## src/rtl/circulant_route_record_macros.svh

```systemverilog
// assertion macros for the circulant route record block
// each use expects clk and rst in scope
`ifndef CIRCULANT_ROUTE_RECORD_MACROS_SVH
`define CIRCULANT_ROUTE_RECORD_MACROS_SVH

`ifndef SYNTHESIS

`define CRR_ASSERT_IMP(lbl, ant, con, msg) \
  lbl: assert property (@(posedge clk) disable iff (rst) (ant) |-> (con)) else $error(msg);

`define CRR_ASSERT_NEXT(lbl, ant, con, msg) \
  lbl: assert property (@(posedge clk) disable iff (rst) (ant) |=> (con)) else $error(msg);

`else

`define CRR_ASSERT_IMP(lbl, ant, con, msg)

`define CRR_ASSERT_NEXT(lbl, ant, con, msg)

`endif

`endif

```

## src/rtl/crr_pkg.sv

```systemverilog
`default_nettype none

package crr_pkg;

  localparam int NODE_W  = 12;
  localparam int DELTA_W = 7;
  localparam int HOP_W   = 7;
  localparam int EXP_W   = 3;
  localparam int COORD_W = 7;
  localparam int SUM_W   = 15;

  localparam logic [EXP_W-1:0] SIZE_RESET = 3'd3;
  localparam logic [EXP_W-1:0] SIZE_MIN   = 3'd1;
  localparam int               SIZE_MAX   = 6;

  typedef struct packed {
    logic load;
    logic step;
    logic report;
  } crr_cmd_t;

  typedef struct packed {
    logic m_zero;
    logic last_pair;
  } crr_stat_t;

  // node index mask for n = 4^k
  function automatic logic [NODE_W-1:0] mask_of(input logic [EXP_W-1:0] k);
    logic [NODE_W:0] n;
    n = (NODE_W+1)'(1) << {k, 1'b0};
    return NODE_W'(n - (NODE_W+1)'(1));
  endfunction

  // search bound 3*sy/4 with sy = 2^k
  function automatic logic [COORD_W-1:0] hi_of(input logic [EXP_W-1:0] k);
    logic [8:0] sy;
    logic [8:0] sy3;
    sy  = 9'(1) << k;
    sy3 = sy + (sy << 1);
    return COORD_W'(sy3 >> 2);
  endfunction

endpackage

`default_nettype wire

```

## src/rtl/crr_datapath.sv

```systemverilog
`default_nettype none

module crr_datapath #(
  parameter int MAX_NODES = 4096
) (
  input  wire                              clk,
  input  wire                              rst,
  input  wire                              cfg_wr_en,
  input  wire  [crr_pkg::EXP_W-1:0]        cfg_wr_data,
  input  wire  [crr_pkg::NODE_W-1:0]       source_node,
  input  wire  [crr_pkg::NODE_W-1:0]       dest_node,
  input  crr_pkg::crr_cmd_t                cmd,
  output crr_pkg::crr_stat_t               status,
  output logic signed [crr_pkg::DELTA_W-1:0] delta_x,
  output logic signed [crr_pkg::DELTA_W-1:0] delta_y,
  output logic                             delta_z,
  output logic [crr_pkg::HOP_W-1:0]        hop_count,
  output logic                             route_found,
  output logic                             done
);
  import crr_pkg::*;

  localparam int MAX_EXP = ($clog2(MAX_NODES + 1) - 1) / 2;
  localparam int KMAX_I  = (MAX_EXP < SIZE_MAX) ? MAX_EXP : SIZE_MAX;
  localparam logic [EXP_W-1:0] KMAX = EXP_W'(KMAX_I);

  logic [EXP_W-1:0]         size_log4;
  logic [EXP_W-1:0]         k_eff;
  logic [EXP_W-1:0]         k;
  logic [NODE_W-1:0]        m;
  logic signed [COORD_W-1:0] x;
  logic signed [COORD_W-1:0] y;
  logic signed [COORD_W-1:0] bx;
  logic signed [COORD_W-1:0] by;
  logic [HOP_W-1:0]         best;
  logic                     found;

  logic [COORD_W-1:0]       hi;
  logic [COORD_W-1:0]       hi_load;
  logic [NODE_W-1:0]        mask;
  logic [6:0]               sy;
  logic [5:0]               sx;
  logic [NODE_W:0]          n;
  logic signed [13:0]       xprod;
  logic signed [SUM_W-1:0]  yterm;
  logic signed [SUM_W-1:0]  s;
  logic [COORD_W-1:0]       ax;
  logic [COORD_W-1:0]       ay;
  logic [HOP_W-1:0]         d;
  logic                     match;
  logic                     y_last;

  always_ff @(posedge clk) begin
    if (rst) begin
      size_log4 <= SIZE_RESET;
    end else if (cfg_wr_en) begin
      size_log4 <= cfg_wr_data;
    end
  end

  always_comb begin
    if (size_log4 < SIZE_MIN) begin
      k_eff = SIZE_MIN;
    end else if (size_log4 > KMAX) begin
      k_eff = KMAX;
    end else begin
      k_eff = size_log4;
    end
  end

  assign hi_load = hi_of(k_eff);
  assign hi      = hi_of(k);
  assign mask    = mask_of(k);
  assign sy      = 7'(1) << k;
  assign sx      = 6'((sy >> 1) - 7'd1);
  assign n       = (NODE_W+1)'(1) << {k, 1'b0};

  // candidate position x*sx + y*sy + n
  assign xprod = 14'(x) * 14'($signed({1'b0, sx}));
  assign yterm = SUM_W'(y) <<< k;
  assign s     = SUM_W'(xprod) + yterm + $signed({2'b00, n});
  assign match = !s[SUM_W-1] && ((s[NODE_W-1:0] & mask) == m);

  assign ax = x[COORD_W-1] ? COORD_W'(-x) : COORD_W'(x);
  assign ay = y[COORD_W-1] ? COORD_W'(-y) : COORD_W'(y);
  assign d  = HOP_W'(ax + ay);

  assign y_last           = (y == $signed(hi - COORD_W'(1)));
  assign status.last_pair = y_last && (x == $signed(hi - COORD_W'(1)));
  assign status.m_zero    = (m == '0);

  always_ff @(posedge clk) begin
    if (cmd.load) begin
      k     <= k_eff;
      m     <= (dest_node - source_node) & mask_of(k_eff);
      x     <= $signed(-hi_load);
      y     <= $signed(-hi_load);
      bx    <= '0;
      by    <= '0;
      best  <= '1;
      found <= 1'b0;
    end else if (cmd.step) begin
      // later matches of equal distance win
      if (match && (d <= best)) begin
        bx    <= x;
        by    <= y;
        best  <= d;
        found <= 1'b1;
      end
      if (y_last) begin
        y <= $signed(-hi);
        x <= x + COORD_W'(1);
      end else begin
        y <= y + COORD_W'(1);
      end
    end
  end

  always_ff @(posedge clk) begin
    if (cmd.report) begin
      delta_x     <= bx[COORD_W-1] ? DELTA_W'(bx - COORD_W'(1)) : DELTA_W'(bx + COORD_W'(1));
      delta_y     <= by[COORD_W-1] ? DELTA_W'(by - COORD_W'(1)) : DELTA_W'(by + COORD_W'(1));
      hop_count   <= found ? best : '0;
      route_found <= found || status.m_zero;
    end
  end

  always_ff @(posedge clk) begin
    if (rst) begin
      done <= 1'b0;
    end else begin
      done <= cmd.report;
    end
  end

  assign delta_z = 1'b1;

endmodule

`default_nettype wire

```

## src/rtl/crr_ctrl.sv

```systemverilog
`default_nettype none

`include "circulant_route_record_macros.svh"

module crr_ctrl (
  input  wire                clk,
  input  wire                rst,
  input  wire                start,
  input  crr_pkg::crr_stat_t status,
  output crr_pkg::crr_cmd_t  cmd,
  output logic               busy
);
  import crr_pkg::*;

  localparam logic [1:0] S_IDLE   = 2'd0;
  localparam logic [1:0] S_SEARCH = 2'd1;
  localparam logic [1:0] S_REPORT = 2'd2;

  logic [1:0] state;
  logic [1:0] state_next;

  always_ff @(posedge clk) begin
    if (rst) begin
      state <= S_IDLE;
    end else begin
      state <= state_next;
    end
  end

  always_comb begin
    state_next = state;
    cmd        = '0;
    case (state)
      S_IDLE: begin
        if (start) begin
          cmd.load   = 1'b1;
          state_next = S_SEARCH;
        end
      end
      S_SEARCH: begin
        // equal nodes skip the search
        cmd.step = !status.m_zero;
        if (status.m_zero || status.last_pair) begin
          state_next = S_REPORT;
        end
      end
      S_REPORT: begin
        cmd.report = 1'b1;
        state_next = S_IDLE;
      end
      default: begin
        state_next = S_IDLE;
      end
    endcase
  end

  assign busy = (state != S_IDLE);

  `CRR_ASSERT_NEXT(a_accept_busy, start && !busy, busy, "accepted transfer did not raise busy")
  `CRR_ASSERT_IMP(a_cmd_onehot, 1'b1, $onehot0(cmd), "more than one datapath command")
  `CRR_ASSERT_NEXT(a_last_report, cmd.step && status.last_pair, cmd.report, "no report after last pair")
  `CRR_ASSERT_NEXT(a_report_idle, cmd.report, !busy && !cmd.step, "still busy after report")

endmodule

`default_nettype wire

```

## src/rtl/circulant_route_record.sv

```systemverilog
`default_nettype none

// channel  | handshake            | payload
// ---------+----------------------+---------------------------------------------
// request  | start, busy          | source_node, dest_node
// result   | done (one cycle)     | delta_x, delta_y, delta_z, hop_count, route_found
// config   | cfg_wr_en            | cfg_wr_data (size_log4)
//
// a request is taken when start is high and busy low; the search steps through
// one (x, y) pair a cycle, (2*hi)^2 pairs with hi = 3*sy/4 rounded down
// the result strobe follows the last search step through the report state and the done
// register; equal nodes go from the search state to the report state without a step
// a new request can be taken in the cycle that done is high
// rst (synchronous) sets size_log4 to 3; the receiver cannot stall results

module circulant_route_record #(
  parameter int MAX_NODES = 4096
) (
  input  wire                                 clk,
  input  wire                                 rst,
  input  wire                                 start,
  output logic                                busy,
  input  wire  [crr_pkg::NODE_W-1:0]          source_node,
  input  wire  [crr_pkg::NODE_W-1:0]          dest_node,
  input  wire                                 cfg_wr_en,
  input  wire  [crr_pkg::EXP_W-1:0]           cfg_wr_data,
  output logic                                done,
  output logic signed [crr_pkg::DELTA_W-1:0]  delta_x,
  output logic signed [crr_pkg::DELTA_W-1:0]  delta_y,
  output logic                                delta_z,
  output logic [crr_pkg::HOP_W-1:0]           hop_count,
  output logic                                route_found
);
  import crr_pkg::*;

  crr_cmd_t  cmd;
  crr_stat_t status;

  crr_ctrl u_ctrl (
    .clk    (clk),
    .rst    (rst),
    .start  (start),
    .status (status),
    .cmd    (cmd),
    .busy   (busy)
  );

  crr_datapath #(
    .MAX_NODES (MAX_NODES)
  ) u_datapath (
    .clk         (clk),
    .rst         (rst),
    .cfg_wr_en   (cfg_wr_en),
    .cfg_wr_data (cfg_wr_data),
    .source_node (source_node),
    .dest_node   (dest_node),
    .cmd         (cmd),
    .status      (status),
    .delta_x     (delta_x),
    .delta_y     (delta_y),
    .delta_z     (delta_z),
    .hop_count   (hop_count),
    .route_found (route_found),
    .done        (done)
  );

endmodule

`default_nettype wire
```

## config.mk

```make
export PLATFORM = sky130hd
export DESIGN_NAME = circulant_route_record
export DESIGN_NICKNAME = d
export VERILOG_FILES = /design/src/rtl/crr_pkg.sv /design/src/rtl/crr_datapath.sv /design/src/rtl/crr_ctrl.sv /design/src/rtl/circulant_route_record.sv
export VERILOG_INCLUDE_DIRS = /design/src /design/src/rtl
export SDC_FILE = /design/constraint.sdc
export NUM_CORES = 1
export LEC_CHECK = 0
export BUFFER_PORTS_ARGS = -buffer_cell sky130_fd_sc_hd__clkbuf_2
export CAP_MARGIN = 10
export CORE_UTILIZATION = 55
export DETAILED_ROUTE_END_ITERATION = 8
export PLACE_DENSITY = 0.76
export SLEW_MARGIN = 20
export SYNTH_ARGS = -nofsm -noshare
export SYNTH_HDL_FRONTEND = slang
export SYNTH_SLANG_ARGS = --single-unit
```

## constraint.sdc

```tcl
create_clock -name clk -period 6.6 [get_ports clk]
set_input_delay 1.32 -clock clk [delete_from_list [all_inputs] [get_ports clk]]
set_output_delay 1.32 -clock clk [all_outputs]
set_load 0.005 [all_outputs]
```

; ---- Yosys cells after proc, flatten, opt, wreduce, memory -nomap -nowiden
; Cells that the tools add are included.
[totals]
in_bits = 31
reg_bits = 79
output_inout_bits = 25
wordCells = 88
[op_classes]
n_eq_ne = 7
bitwise = 2
multipliers = 1
addsub = 20
n_lt_le_gt_ge = 3
n_reduce_logical = 15
shift = 6
mux = 19
[ops]
columns = cell, n
row1 = 7-bit two-way mux, 10
row2 = 7-bit by 2-bit adder with 7-bit output (second input constant), 4
row3 = 7-bit negator, 4
row4 = 12-bit AND, 2
row5 = 12-bit by 1-bit subtractor with 12-bit output (second input constant), 2
row6 = 9-bit adder, 2
row7 = 1-bit by 3-bit left shift with 9-bit output (first input constant), 2
row8 = 14-bit by 15-bit adder with 15-bit output, 1
row9 = 15-bit by 14-bit adder with 15-bit output, 1
row10 = 7-bit by 3-bit <<< shifter with 15-bit output, 1
row11 = 7-bit == test, 2
row12 = 7-bit by 7-bit multiplier with 14-bit output, 1
row13 = 7-bit by 2-bit subtractor with 7-bit output (second input constant), 2
row14 = 1-bit by 4-bit left shift with 13-bit output (first input constant), 1
row15 = 12-bit == test, 1
row16 = 12-bit zero test, 1
row17 = 1-bit by 4-bit left shift with 12-bit output (first input constant), 1
row18 = 12-bit subtractor, 1
row19 = 7-bit adder, 1
row20 = 7-bit <= comparator, 1
row21 = 1-bit by 3-bit left shift with 7-bit output (first input constant), 1
row22 = 7-bit by 1-bit subtractor with 7-bit output (second input constant), 1
row23 = 3-bit two-way mux, 2
row24 = 2-bit AND reduction, 3
row25 = other kinds (15), 25

; ---- Logic depth before layout (Yosys ltp)
; Gate-level depths: netlist of run 1.
[logic_depth]
ltp_word = 10
mapped_depth = 28
mapped_depth_nobuf = 24

; ---- By module
; A second synthesis of run 1 with hierarchy kept.
[hier_totals]
cells_unflattened = 996
area_unflattened_um2 = 8921.1
[modules_own_cells]
columns = mod, seq_area_each_um2, cells_per_inst, n_inst, area_per_inst_um2
row1 = crr_datapath, 2052.0, 983, 1, 8812.2
row2 = crr_ctrl, 40.0, 13, 1, 108.9

; ---- Worst setup path before layout of run 1
; Ideal clock, no wire load.
[synth_timing]
kind = register to register
from = register u_datapath.k[1]
to = register u_datapath.bx[5]
n_path_buf = 4
stages_incl_launch_ff = 27
period_less_slack_ps = 6490
arrival_ps = 6327
setup_time_ps = 163
t_required_ps = 6437
path_slack_ps = 110
path_cell_list = edfxtp_1 > buf_4 > nor2_1 > nand2_1 > inv_1 > ha_1 > clkbuf_1 > inv_1 > nand2_1 > fa_1 > inv_1 > fa_1 > fa_1 > inv_1 > fa_1 > inv_1 > ha_1 > buf_2 > or4b_2 > o311a_1 > nand3_1 > o2111ai_1 > nor4b_2 > nand4_2 > buf_6 > o31ai_2 > a21oi_1
[synth_via]
elab_chain_cells = 10
elab_cells_between_ends = 14
cone_classes = add/sub: 4 / mul: 1 / eq/ne: 1 / shift: 3 / bitwise: 1 / reduce/logical: 4
[synth_rtl]
columns = item, line_no
row1 = start: declaration, crr_datapath.sv:29  ; logic [EXP_W-1:0] k;
row2 = start signal: assignment, crr_datapath.sv:94  ; k <= k_eff;
row3 = 1-bit by 3-bit left shift with 7-bit output, crr_datapath.sv:74  ; assign sy = 7'(1) << k;
row4 = 6-bit by 1-bit subtractor with 6-bit output, crr_datapath.sv:75  ; assign sx = 6'((sy >> 1) - 7'd1);
row5 = 7-bit by 7-bit multiplier with 14-bit output, crr_datapath.sv:79  ; assign xprod = 14'(x) * 14'($signed({1'b0, sx}));
row6 = 14-bit by 15-bit adder with 15-bit output, crr_datapath.sv:81  ; assign s = SUM_W'(xprod) + yterm + $signed({2'b00, n});
row7 = 15-bit by 14-bit adder with 15-bit output, crr_datapath.sv:81
row8 = 12-bit AND, crr_datapath.sv:82  ; assign match = !s[SUM_W-1] && ((s[NODE_W-1:0] & mask) == m);
row9 = 12-bit == test, crr_datapath.sv:82
row10 = 1-bit logical AND (*), crr_datapath.sv:82
row11 = 1-bit logical AND (*), crr_datapath.sv:104  ; if (match && (d <= best)) begin
row12 = 2-bit AND reduction (no source line) (*), -
row13 = end signal: assignment, crr_datapath.sv:98  ; bx <= '0;
row14 = end signal: assignment, crr_datapath.sv:105  ; bx <= x;
row15 = end: declaration, crr_datapath.sv:33  ; logic signed [COORD_W-1:0] bx;
; Every way passes the cells marked *; elsewhere a longest branch is shown, timed or not.
; A chain may end at the register's enable or synchronous reset.

; ---- Final worst setup path of run 1
[layout_timing]
from = register u_datapath.k[1]
to = register u_datapath.bx[1]
; Same word-level chain as after synthesis.

==> results of run 1 <==
## worst max-delay path: stages, from the launching register on
cell and delay [ps]:
edfxtp_1 530, nor3b_4 270, inv_1 90, ha_1 220, buf_4 170, o22ai_2 270, nor2b_1 90, ha_1 280
inv_1 50, fa_1 540, inv_1 60, fa_1 540, inv_1 60, fa_2 560, inv_1 50, ha_2 290
nor2_2 140, a211oi_1 60, buf_4 150, buf_4 150, or4_1 400, o311a_1 200, mux2i_2 280, nand4_2 170
buf_6 190, buf_12 140, o31ai_4 230, a21oi_2 80
## metal layers
layer  GRT usage (%)  vias up  share of wire [%]
met4           11.83        2                3.8
met2           44.95      297                 46
met1           35.02     3462                 42
met5               0        -              0.013
li1                -     3579                  -
met3           5.248       55                7.5
## worst paths after layout
path,to,cells after the start,slack [ps],startpoint
max,u_datapath.bx[1],27,200,u_datapath.k[1]
min,u_datapath.bx[4],2,480,u_datapath.bx[4]
max reg2reg,u_datapath.bx[1],27,200,u_datapath.k[1]
min reg2reg,u_datapath.bx[4],2,480,u_datapath.bx[4]
## timing repair
action                     4_1_cts  5_1_grt
pin swaps                        1       14
gates cloned                     0        1
setup endpoints to repair       21       22
hold buffers                     0        0
resized for setup                1       36
setup buffers                    4       15
## flip-flops by register name, indices dropped and copies added, names as in the netlist, 2 cells and up
signal	count
u_datapath.delta_x	7
u_datapath.by	7
u_datapath.y	7
u_datapath.delta_y	7
u_datapath.best	7
u_datapath.x	7
u_datapath.k	3
u_ctrl.state	2
u_datapath.size_log4	3
u_datapath.bx	7
u_datapath.m	12
u_datapath.hop_count	7
## cell usage in the layout, fill, tap and decap left out, types with 4 or more instances in the layout
master     instances
clkbuf_16         11
nor3_1             7
mux2i_1           13
nor2b_1           23
nor4_1             8
a211oi_1           4
a211o_1            4
o21ai_0           38
a31oi_1           10
o211ai_1          10
nand2_1           54
xor2_1            23
clkbuf_2          54
nand2b_1          13
and3_1             5
dfxtp_1           28
buf_4             67
xnor2_1           56
o31ai_2            9
and2_1            24
a21oi_1           54
nor2_1            48
nand3_1           20
ha_1              90
inv_1            149
a21boi_0           4
inv_2              4
nand4_1           23
a21o_1            17
fa_1              55
or3_1              8
edfxtp_1          51
o31ai_1            8
buf_12             4
o21bai_1           9
## layout make-up
type                    instances  area (um^2)  area share (%)
well taps                     216        270.3           2.597
clock inverters                 3        40.04          0.3848
inverters                     156        594.3           5.711
multi-input cells             716         6226           59.83
repair buffers                129        912.1           8.765
clock buffers                  13        271.5           2.609
flip-flops and latches         79         2092           20.10
## logic make-up (layout without fill, tap and decap cells)
group	after synthesis	in the layout	synth area share (%)
buf+inv	203	301	9.317
other cells	1	1	0.04168
mux	17	17	1.933
xor+xnor	85	85	8.817
fa+ha+maj	149	149	25.39
compound gates	196	196	14.77
simple gates	268	268	16.48
flops	79	79	23.25
## metrics by stage
stage	setup WS (ps)	std cells	hold slack [ps]	instance area, um^2	setup TNS [ps]
global route	-74.06	1312	497.9	10410	-631.2
detailed placement	-148.1	1277	469.0	9736	-696.2
floorplan	110.1	998	441.2	8997	0
finish	196.0	1312	478.5	10410	0
CTS	51.01	1297	478.5	10100	0
global placement	57.79	1277	462.9	9736	0
==> implementation parameters, run 1 <==
Parameter                              Value

Outcome
  Outcome    completed

Clock tree
  Clk sink count    79
  Number of buffers created by CTS    9
  Clock Tree Buf Depth    2
  Depth of the CTS H-tree    3
  Clock root buffer    clkbuf_16
  Clock latency on the worst-skew pair    340 ps
  Clock tree from TritonCTS    yes
  Reg clk slew, reported paths    60 ps

Placed design
  Routability-driven placement congestion ratio    about 0.95
  Half-perimeter wire length after placement    17,330 um
  Port Buffer Count    54

Final layout
  Proportion of layout cells with a drive suffix above 1    18.98%
  Number of nets in the layout    approximately 1,300
  Count of inserted antenna diode cells    0
  Final design utilization    between 60% and 70%
  Area Overhead vs Synth    15.66%
  Filler Cell Count    ~1,300

Die
  Area enclosed by the die boundary    ~17,000 um^2
  Initial core utilization    between 50 and 60%
  Core Region    15,940 um^2
  FP Rows    46
  Overall die width    around 130 um
  Io pins    56
  Die boundary height    129.9 um

Detailed routing
  Via count    7,395
  Average wire length per cell after detail routing    ~17 um
  Via/cell ratio    5.636
  Routed wire length    about 22,000 um
  Detailed-routing iteration count for the pre-antenna-repair pass    6
  DRC violation count after routing    0
  1st-iter DRT viols    586
  Number of nets with antenna violations after detailed routing    0

Synthesis
  Most numerous cell in the Yosys netlist    inv_1
  Fraction of post-synthesis cell area in the top cell type by area    between 15 and 20%
  Number of nets in the synthesized netlist    1,178
  Post-synth top cells    154 x inv_1, 93 x ha_1, 58 x xnor2_1
  Leading area contributor after synthesis    edfxtp_1
  Leading register cell type out of synthesis    edfxtp_1
  Warnings, synthesis    0
  Number of storage elements in the synthesis netlist    79
  Most area-consuming cells after synthesis    edfxtp_1 17%, ha_1 13%, fa_1 12%, inv_1 6.4%, dfxtp_1 6.2%
  Fraction of the yosys area taken by sequential cells    about a quarter
  Mapped Cells    998
  Syn_area_per_cell    ~9.0 um^2
  Post-synthesis instance area    about 9000 um^2
  Post-synthesis async set-or-reset flop share    0%
  Number of library cell types mapped by synthesis    75
  EDFF count, synth    51

Global route
  Global-route usage over all layers    a little over a quarter
  Largest net degree at the start of global routing    46
  Vias in the first global route    roughly 7,100
  Initial antenna violation count    2
  Global route overflow    0
  First-pass GRT wire length    between 30,000 and 40,000 um

Critical path
  Element type at the critical path start    flop
  Arrival time of the worst setup path    ~6600 ps
  Worst Path Class, Setup    reg -> reg
  Biggest fanout along the worst timing path    8
  Worst setup EP type    flop
  Required time at the endpoint of the critical path    roughly 7000 ps

Timing
  Number of pins with negative max-slew slack in the final report    0
  Clock skew    6.259 ps
  Worst rel slew slack    around a third
  Tcrit/Tclk final    between 90% and 100%
  Pin slew with the least headroom to its limit    between 1000 and 1500 ps
  Final critical delay including setup and external delays    6404 ps
  FMAX    roughly 160 MHz
  Setup-failing EPs final    0
  Final count of hold timing violations    0

Worst hold path
  Worst hold-check path type    reg -> reg

Job
  Max-capacitance violation count    0
Power of run 1 is left out: the tool's default activity adds up to more than one toggle a clock period on the data nets, which glitch-free logic cannot reach.
==> run 2: changes to the inputs <==
--- a/config.mk
+++ b/config.mk
@@ -11,6 +11,7 @@
 export CORE_UTILIZATION = 55
 export DETAILED_ROUTE_END_ITERATION = 8
 export PLACE_DENSITY = 0.76
+export REMOVE_ABC_BUFFERS = 1
 export SLEW_MARGIN = 20
 export SYNTH_ARGS = -nofsm -noshare
 export SYNTH_HDL_FRONTEND = slang
==> run 2 against run 1 <==
Compared with the run above:
- cell count shrank 0.38%
- critical path depth is 4 lower
- register-to-register slack better by 50 ps
- flip-flop and latch count unchanged
- non-clock buffer count down 5
- final area fell by 0.17%
- first-iteration DRC count increased by 19%
- die area stayed put
- sequential share of layout area is essentially flat
- via count grew 1.2%
- routed wire length rose by 2.2%
- clock skew increased by 2.1 ps
- highest routed layer is now met4
==> implementation parameters, run 2 (synthesis results as in run 1) <==
Parameter                              Value

Outcome
  Outcome    completed

Final layout
  Filler Cell Count    1,318 (+1.3%)
  Number of nets in the layout    1,266 (-0.39%)
  Count of inserted antenna diode cells    0 (unchanged)
  Area of all sequential standard cells    2092 um^2 (unchanged)
  Most frequent standard cell in the layout excluding fill and tap cells    inv_1
  Top reg by flops    u_datapath.m
  Area Overhead vs Synth    15.46%
  Proportion of layout cells with a drive suffix above 1    19.52% (+0.55 points)
  Max FFs per register    12 (unchanged)
  Top library cells by usage in the layout, fill and taps aside    150 x inv_1, 89 x ha_1, 65 x buf_4, 56 x xnor2_1
  Fin cells    1,307 (-0.38%)
  Multi-input gate area    6304 um^2 (+1.2%)

Clock tree
  Reg clk slew, reported paths    70 ps (about the same)
  Count of hold-fix buffers inserted at cts    0 (unchanged)
  Depth of the CTS H-tree    3 (unchanged)
  Clk sink count    79 (unchanged)
  Clock Tree Buf Depth    2 (unchanged)
  Clock tree from TritonCTS    yes
  Clock latency on the worst-skew pair    350 ps (about the same)
  Number of buffers created by CTS    9 (unchanged)
  Clock root buffer    clkbuf_16

Placed design
  Placed cell count    1,282 (+0.39%)
  Half-perimeter wire length after placement    17,720 um (+2.2%)
  Worst slack at placement    -231.1 ps (-83.04 ps)
  Routability-driven placement congestion ratio    0.9575 (+0.57%)
  Port Buffer Count    54 (unchanged)

Detailed routing
  Average wire length per cell after detail routing    17.40 um (+2.6%)
  Detailed-routing iteration count for the pre-antenna-repair pass    5 (-1)
  Via/cell ratio    5.727 (+1.6%)
  Routed wire length    22,750 um (+2.2%)
  Number of nets with antenna violations after detailed routing    0 (unchanged)
  Via count    7,485 (+1.2%)
  DRC violation count after routing    0 (unchanged)
  1st-iter DRT viols    697 (+19%)

Die
  FP Rows    46 (unchanged)
  Die boundary height    129.9 um (unchanged)
  Area enclosed by the die boundary    16,870 um^2 (unchanged)
  Core Region    15,940 um^2 (unchanged)
  Io pins    56 (unchanged)
  Overall die width    129.9 um (unchanged)
  Initial core utilization    56.44% (unchanged)

Critical path
  Arrival time of the worst setup path    6570 ps (-50 ps)
  Cell count of the worst reg-to-reg path    23 (-15%)
  Worst setup EP type    flop
  Required time at the endpoint of the critical path    6820 ps (about the same)
  Register-to-register path setup slack    240 ps (+50 ps)
  End point of the critical path    u_datapath.bx[5]
  Worst Path Class, Setup    reg -> reg
  Element type at the critical path start    flop
  Startpoint of the worst-slack reg-to-reg timing path    u_datapath.k[1]
  Launch point of the critical path    u_datapath.k[1]
  Biggest fanout along the worst timing path    9 (+1)
  Endpoint of the worst register-to-register path    u_datapath.bx[5]

Timing
  Final critical delay including setup and external delays    6358 ps (-46.07 ps)
  Unrepaired setup endpoints after global routing    true
  Pin slew with the least headroom to its limit    728.2 ps (-287.1 ps)
  Worst hold slack across all endpoints    491.1 ps (+12.61 ps)
  FMAX    157.3 MHz (+0.72%)
  Setup-failing EPs final    0 (unchanged)
  Clock skew    8.380 ps (+2.120 ps)
  Tcrit/Tclk final    96.33% (-0.70 points)
  Setup ws final    242.1 ps (+46.07 ps)
  Worst rel slew slack    51.04% (+19 points)
  Final count of hold timing violations    0 (unchanged)
  Number of pins with negative max-slew slack in the final report    0 (unchanged)

Global route
  Largest net degree at the start of global routing    46 (unchanged)
  Initial antenna violation count    0 (-2)
  Global route overflow    0 (unchanged)
  Global-route usage over all layers    27.69% (+0.39 points)
  Vias in the first global route    7,177 (+1.1%)
  First-pass GRT wire length    35,740 um (+1.7%)

Worst hold path
  Worst hold-check path type    reg -> reg

Job
  Max-capacitance violation count    0 (unchanged)
-- run 2: critical path: stages, from the launching register on --
cell,delay [ps]
edfxtp_1,490
buf_4,190
ha_2,180
inv_2,60
o21ai_2,60
xnor2_2,360
nand2_1,130
fa_1,520
inv_1,50
fa_1,490
fa_1,540
inv_1,60
fa_1,540
inv_1,70
ha_4,290
or4b_2,640
o311a_1,150
nand3_2,110
o2111ai_4,160
nor4b_4,360
nand4_4,200
clkbuf_16,260
o31ai_2,220
a21oi_1,100
-- run 2: per-layer routing --
layer  vias to the layer above  track usage, %  part of all wire [%]
li1                       3564               -                     -
met1                      3574           34.41                    40
met2                       283           48.10                    49
met3                        64           3.731                   6.6
met4                         0           12.11                   4.2
met5                         -               0                     0
-- run 2: final cells by class --
cell class	count	share of cell area (%)
inverter	156	5.661
clock buffer	9	2.168
tap	216	2.601
timing repair buffer	124	8.226
sequential	79	20.14
multi-input combinational	716	60.68
clock inverter	7	0.5299
-- run 2: through the flow --
stage          util (%)  instance area (um^2)  TNS, ps
6_report          65.16                 10390        0
5_1_grt           65.16                 10390   -129.4
4_1_cts           63.22                 10080        0
3_5_place_dp      61.30                  9773    -1256
3_3_place_gp      61.30                  9773   -312.7
2_1_floorplan         -                  8747    -5005
-- run 2: worst min-delay path by stage --
stage,from,depth (start not counted),to
2_1_floorplan,u_ctrl.state[1],1,u_ctrl.state[1]
3_3_place_gp,u_datapath.bx[5],2,u_datapath.bx[5]
3_5_place_dp,u_datapath.bx[2],2,u_datapath.bx[2]
4_1_cts,u_datapath.bx[2],2,u_datapath.bx[2]
5_1_grt,u_datapath.bx[3],2,u_datapath.bx[3]
6_report,u_datapath.bx[3],2,u_datapath.bx[3]
-- run 2: repair_timing --
action	4_1_cts	5_1_grt
pin swaps	1	10
setup buffers	2	7
resized for setup	1	50
setup endpoints to repair	22	22
gates cloned	0	1
Power of run 2 is left out for the same reason.
==> run 3: changes to the inputs <==
==> constraint.sdc (replaced) <==
create_clock -name clk -period 6.6 [get_ports clk]
set_input_delay 1.98 -clock clk [delete_from_list [all_inputs] [get_ports clk]]
set_output_delay 1.98 -clock clk [all_outputs]
set_load 0.005 [all_outputs]
==> run 3 against run 2 <==
Compared with the run above:
- worst hold slack lost 12 ps
- clock skew barely moved
- register-to-register slack got worse by 100 ps
- core utilization hardly changed
- final area is essentially flat
- via count rose by 0.37%
- cell count up 0.23%
- first-iteration DRC count decreased by 16%
- worst setup slack lost 100 ps
- flip-flop and latch count unchanged
- critical endpoint is now u_datapath.by[6]
==> implementation parameters, run 3 (synthesis results as in run 1) <==
Parameter                              Value

Global route
  Largest net degree at the start of global routing    25 (-46%)
  Global-route usage over all layers    27.39% (-0.30 points)
  Vias in the first global route    7,305 (+1.8%)
  Global route overflow    0 (unchanged)
  First-pass GRT wire length    35,450 um (-0.79%)
  Initial antenna violation count    0 (unchanged)

Job
  Max-capacitance violation count    0 (unchanged)

Final layout
  Final design utilization    65.15% (about the same)
  Max FFs per register    12 (unchanged)
  Count of inserted antenna diode cells    0 (unchanged)
  Area of all sequential standard cells    2092 um^2 (unchanged)
  Summed area of non-filler cells in the final layout    10,390 um^2 (about the same)
  Top library cells by usage in the layout, fill and taps aside    149 x inv_1, 89 x ha_1, 68 x buf_4, 56 x xnor2_1, 56 x fa_1
  Top reg by flops    u_datapath.m
  Most frequent standard cell in the layout excluding fill and tap cells    inv_1
  Area Overhead vs Synth    15.45% (about the same)
  Proportion of layout cells with a drive suffix above 1    18.56% (-0.97 points)
  Number of nets in the layout    1,269 (+0.24%)
  Filler Cell Count    1,305 (-0.99%)
  Multi-input gate area    6251 um^2 (-0.83%)

Critical path
  Largest incremental delay on the critical path    630 ps (about the same)
  Largest delay contributor family on the critical path    adder cells
  Worst path slowest cell    or4b_2
  Launch point of the critical path    u_datapath.k[1]
  Buf+Inv Stages, Crit Path    9 (+3)
  Most frequent CP cell    inv_1
  Required time at the endpoint of the critical path    6800 ps (-20 ps)
  Worst setup EP type    flop
  End point of the critical path    u_datapath.by[6]
  Worst Path Class, Setup    reg -> reg
  Arrival time of the worst setup path    6660 ps (+90 ps)
  Biggest fanout along the worst timing path    7 (-2)
  Endpoint of the worst register-to-register path    u_datapath.by[6]
  Register-to-register path setup slack    140 ps (-100 ps)
  Startpoint of the worst-slack reg-to-reg timing path    u_datapath.k[1]
  Element type at the critical path start    flop
  Cell count of the worst reg-to-reg path    26 (+13%)
  Stages on worst setup path    26 (+13%)

Clock tree
  Clock tree from TritonCTS    yes
  Depth of the CTS H-tree    3 (unchanged)
  Count of hold-fix buffers inserted at cts    0 (unchanged)
  Clk sink count    79 (unchanged)
  Clock latency on the worst-skew pair    340 ps (about the same)
  Reg clk slew, reported paths    70 ps (about the same)
  Clock Tree Buf Depth    2 (unchanged)
  Number of buffers created by CTS    9 (unchanged)
  Clock root buffer    clkbuf_16

Die
  Overall die width    129.9 um (unchanged)
  Area enclosed by the die boundary    16,870 um^2 (unchanged)
  FP Rows    46 (unchanged)
  Initial core utilization    56.44% (unchanged)
  Die boundary height    129.9 um (unchanged)
  Io pins    56 (unchanged)
  Core Region    15,940 um^2 (unchanged)

Detailed routing
  Via count    7,513 (+0.37%)
  Number of nets with antenna violations after detailed routing    0 (unchanged)
  1st-iter DRT viols    583 (-16%)
  Routed wire length    22,420 um (-1.4%)
  Via/cell ratio    5.735 (+0.14%)
  Detailed-routing iteration count for the pre-antenna-repair pass    5 (unchanged)
  DRC violation count after routing    0 (unchanged)
  Average wire length per cell after detail routing    17.12 um (-1.7%)

Outcome
  Outcome    completed

Timing
  Tcrit/Tclk final    97.88% (+1.6 points)
  Clock skew    8.240 ps (-0.1395 ps)
  Post-route setup TNS    0 ps (unchanged)
  Final count of hold timing violations    0 (unchanged)
  Worst rel slew slack    48.66% (-2.4 points)
  Worst hold slack across all endpoints    478.7 ps (-12.33 ps)
  FMAX    154.8 MHz (-1.6%)
  Final critical delay including setup and external delays    6460 ps (+102.4 ps)
  Pin slew with the least headroom to its limit    763.6 ps (+35.43 ps)
  Number of pins with negative max-slew slack in the final report    0 (unchanged)
  Setup-failing EPs final    0 (unchanged)

Placed design
  Routability-driven placement congestion ratio    0.9553 (-0.23%)
  Half-perimeter wire length after placement    17,690 um (-0.13%)
  Area after detailed placement    9773 um^2 (unchanged)
  Port Buffer Count    54 (unchanged)

Worst hold path
  Hold Path Depth    2 (unchanged)
  Worst hold-check path type    reg -> reg
[run 3: cell types whose count changed in the layout (fill, tap and decap cells not counted), moves of 2 or more]
| cell | previous run | this run |
|---|---|---|
| o21ai_2 | 2 | 0 |
| xor2_1 | 21 | 23 |
| nor2_2 | 2 | 0 |
| buf_4 | 65 | 68 |
| o31ai_2 | 13 | 10 |
| o31ai_1 | 5 | 7 |
| xor2_2 | 2 | 0 |
[run 3: how the worst min path moves through the flow]
stage	start	to	slack, ps
after floorplan	u_ctrl.state[1]	u_ctrl.state[1]	440
after global placement	u_datapath.bx[5]	u_datapath.bx[5]	460
after detailed placement	u_datapath.bx[5]	u_datapath.bx[5]	470
after CTS	u_datapath.bx[5]	u_datapath.bx[5]	480
after global routing	u_datapath.bx[0]	u_datapath.bx[0]	500
final	u_datapath.bx[5]	u_datapath.bx[5]	480
[run 3: repair_timing]
| action | in CTS | in global routing |
|---|---|---|
| hold endpoints to repair | 0 | 0 |
| setup buffers | 2 | 9 |
| endpoints found under the setup margin | 22 | 22 |
| cloned | 0 | 1 |
| pin swaps | 1 | 11 |
| gates resized for setup | 2 | 33 |
[run 3: cell type report]
| type | instances | area share, % |
|---|---|---|
| multi-input combinational | 716 | 60.18 |
| sequential | 79 | 20.14 |
| timing repair buffer | 127 | 8.444 |
| inverter | 156 | 5.697 |
| tap | 216 | 2.602 |
| clock buffer | 9 | 2.168 |
| clock inverter | 7 | 0.7709 |
[run 3: worst min-delay path, cell delays in order (launching register included)]
cell and delay, ps:
dfxtp_1 330, o31ai_2 60, a21oi_1 50
[run 3: per-stage QoR]
step,worst slack (ps),cells
detailed placement,-242.4,1282
global route,-101.5,1310
floorplan,-327.8,951
global placement,-108.5,1282
CTS,13.65,1300
finish,139.7,1310
[run 3: per-layer routing]
layer | global-route usage (%) | vias to the layer above | wire length [um]
met5 | 0 | - | 0
met4 | 10.05 | 0 | 839
met3 | 4.264 | 56 | 1603
met2 | 48.88 | 319 | 10960
met1 | 33.32 | 3563 | 9021
li1 | - | 3575 | -
Power of run 3 is left out for the same reason.
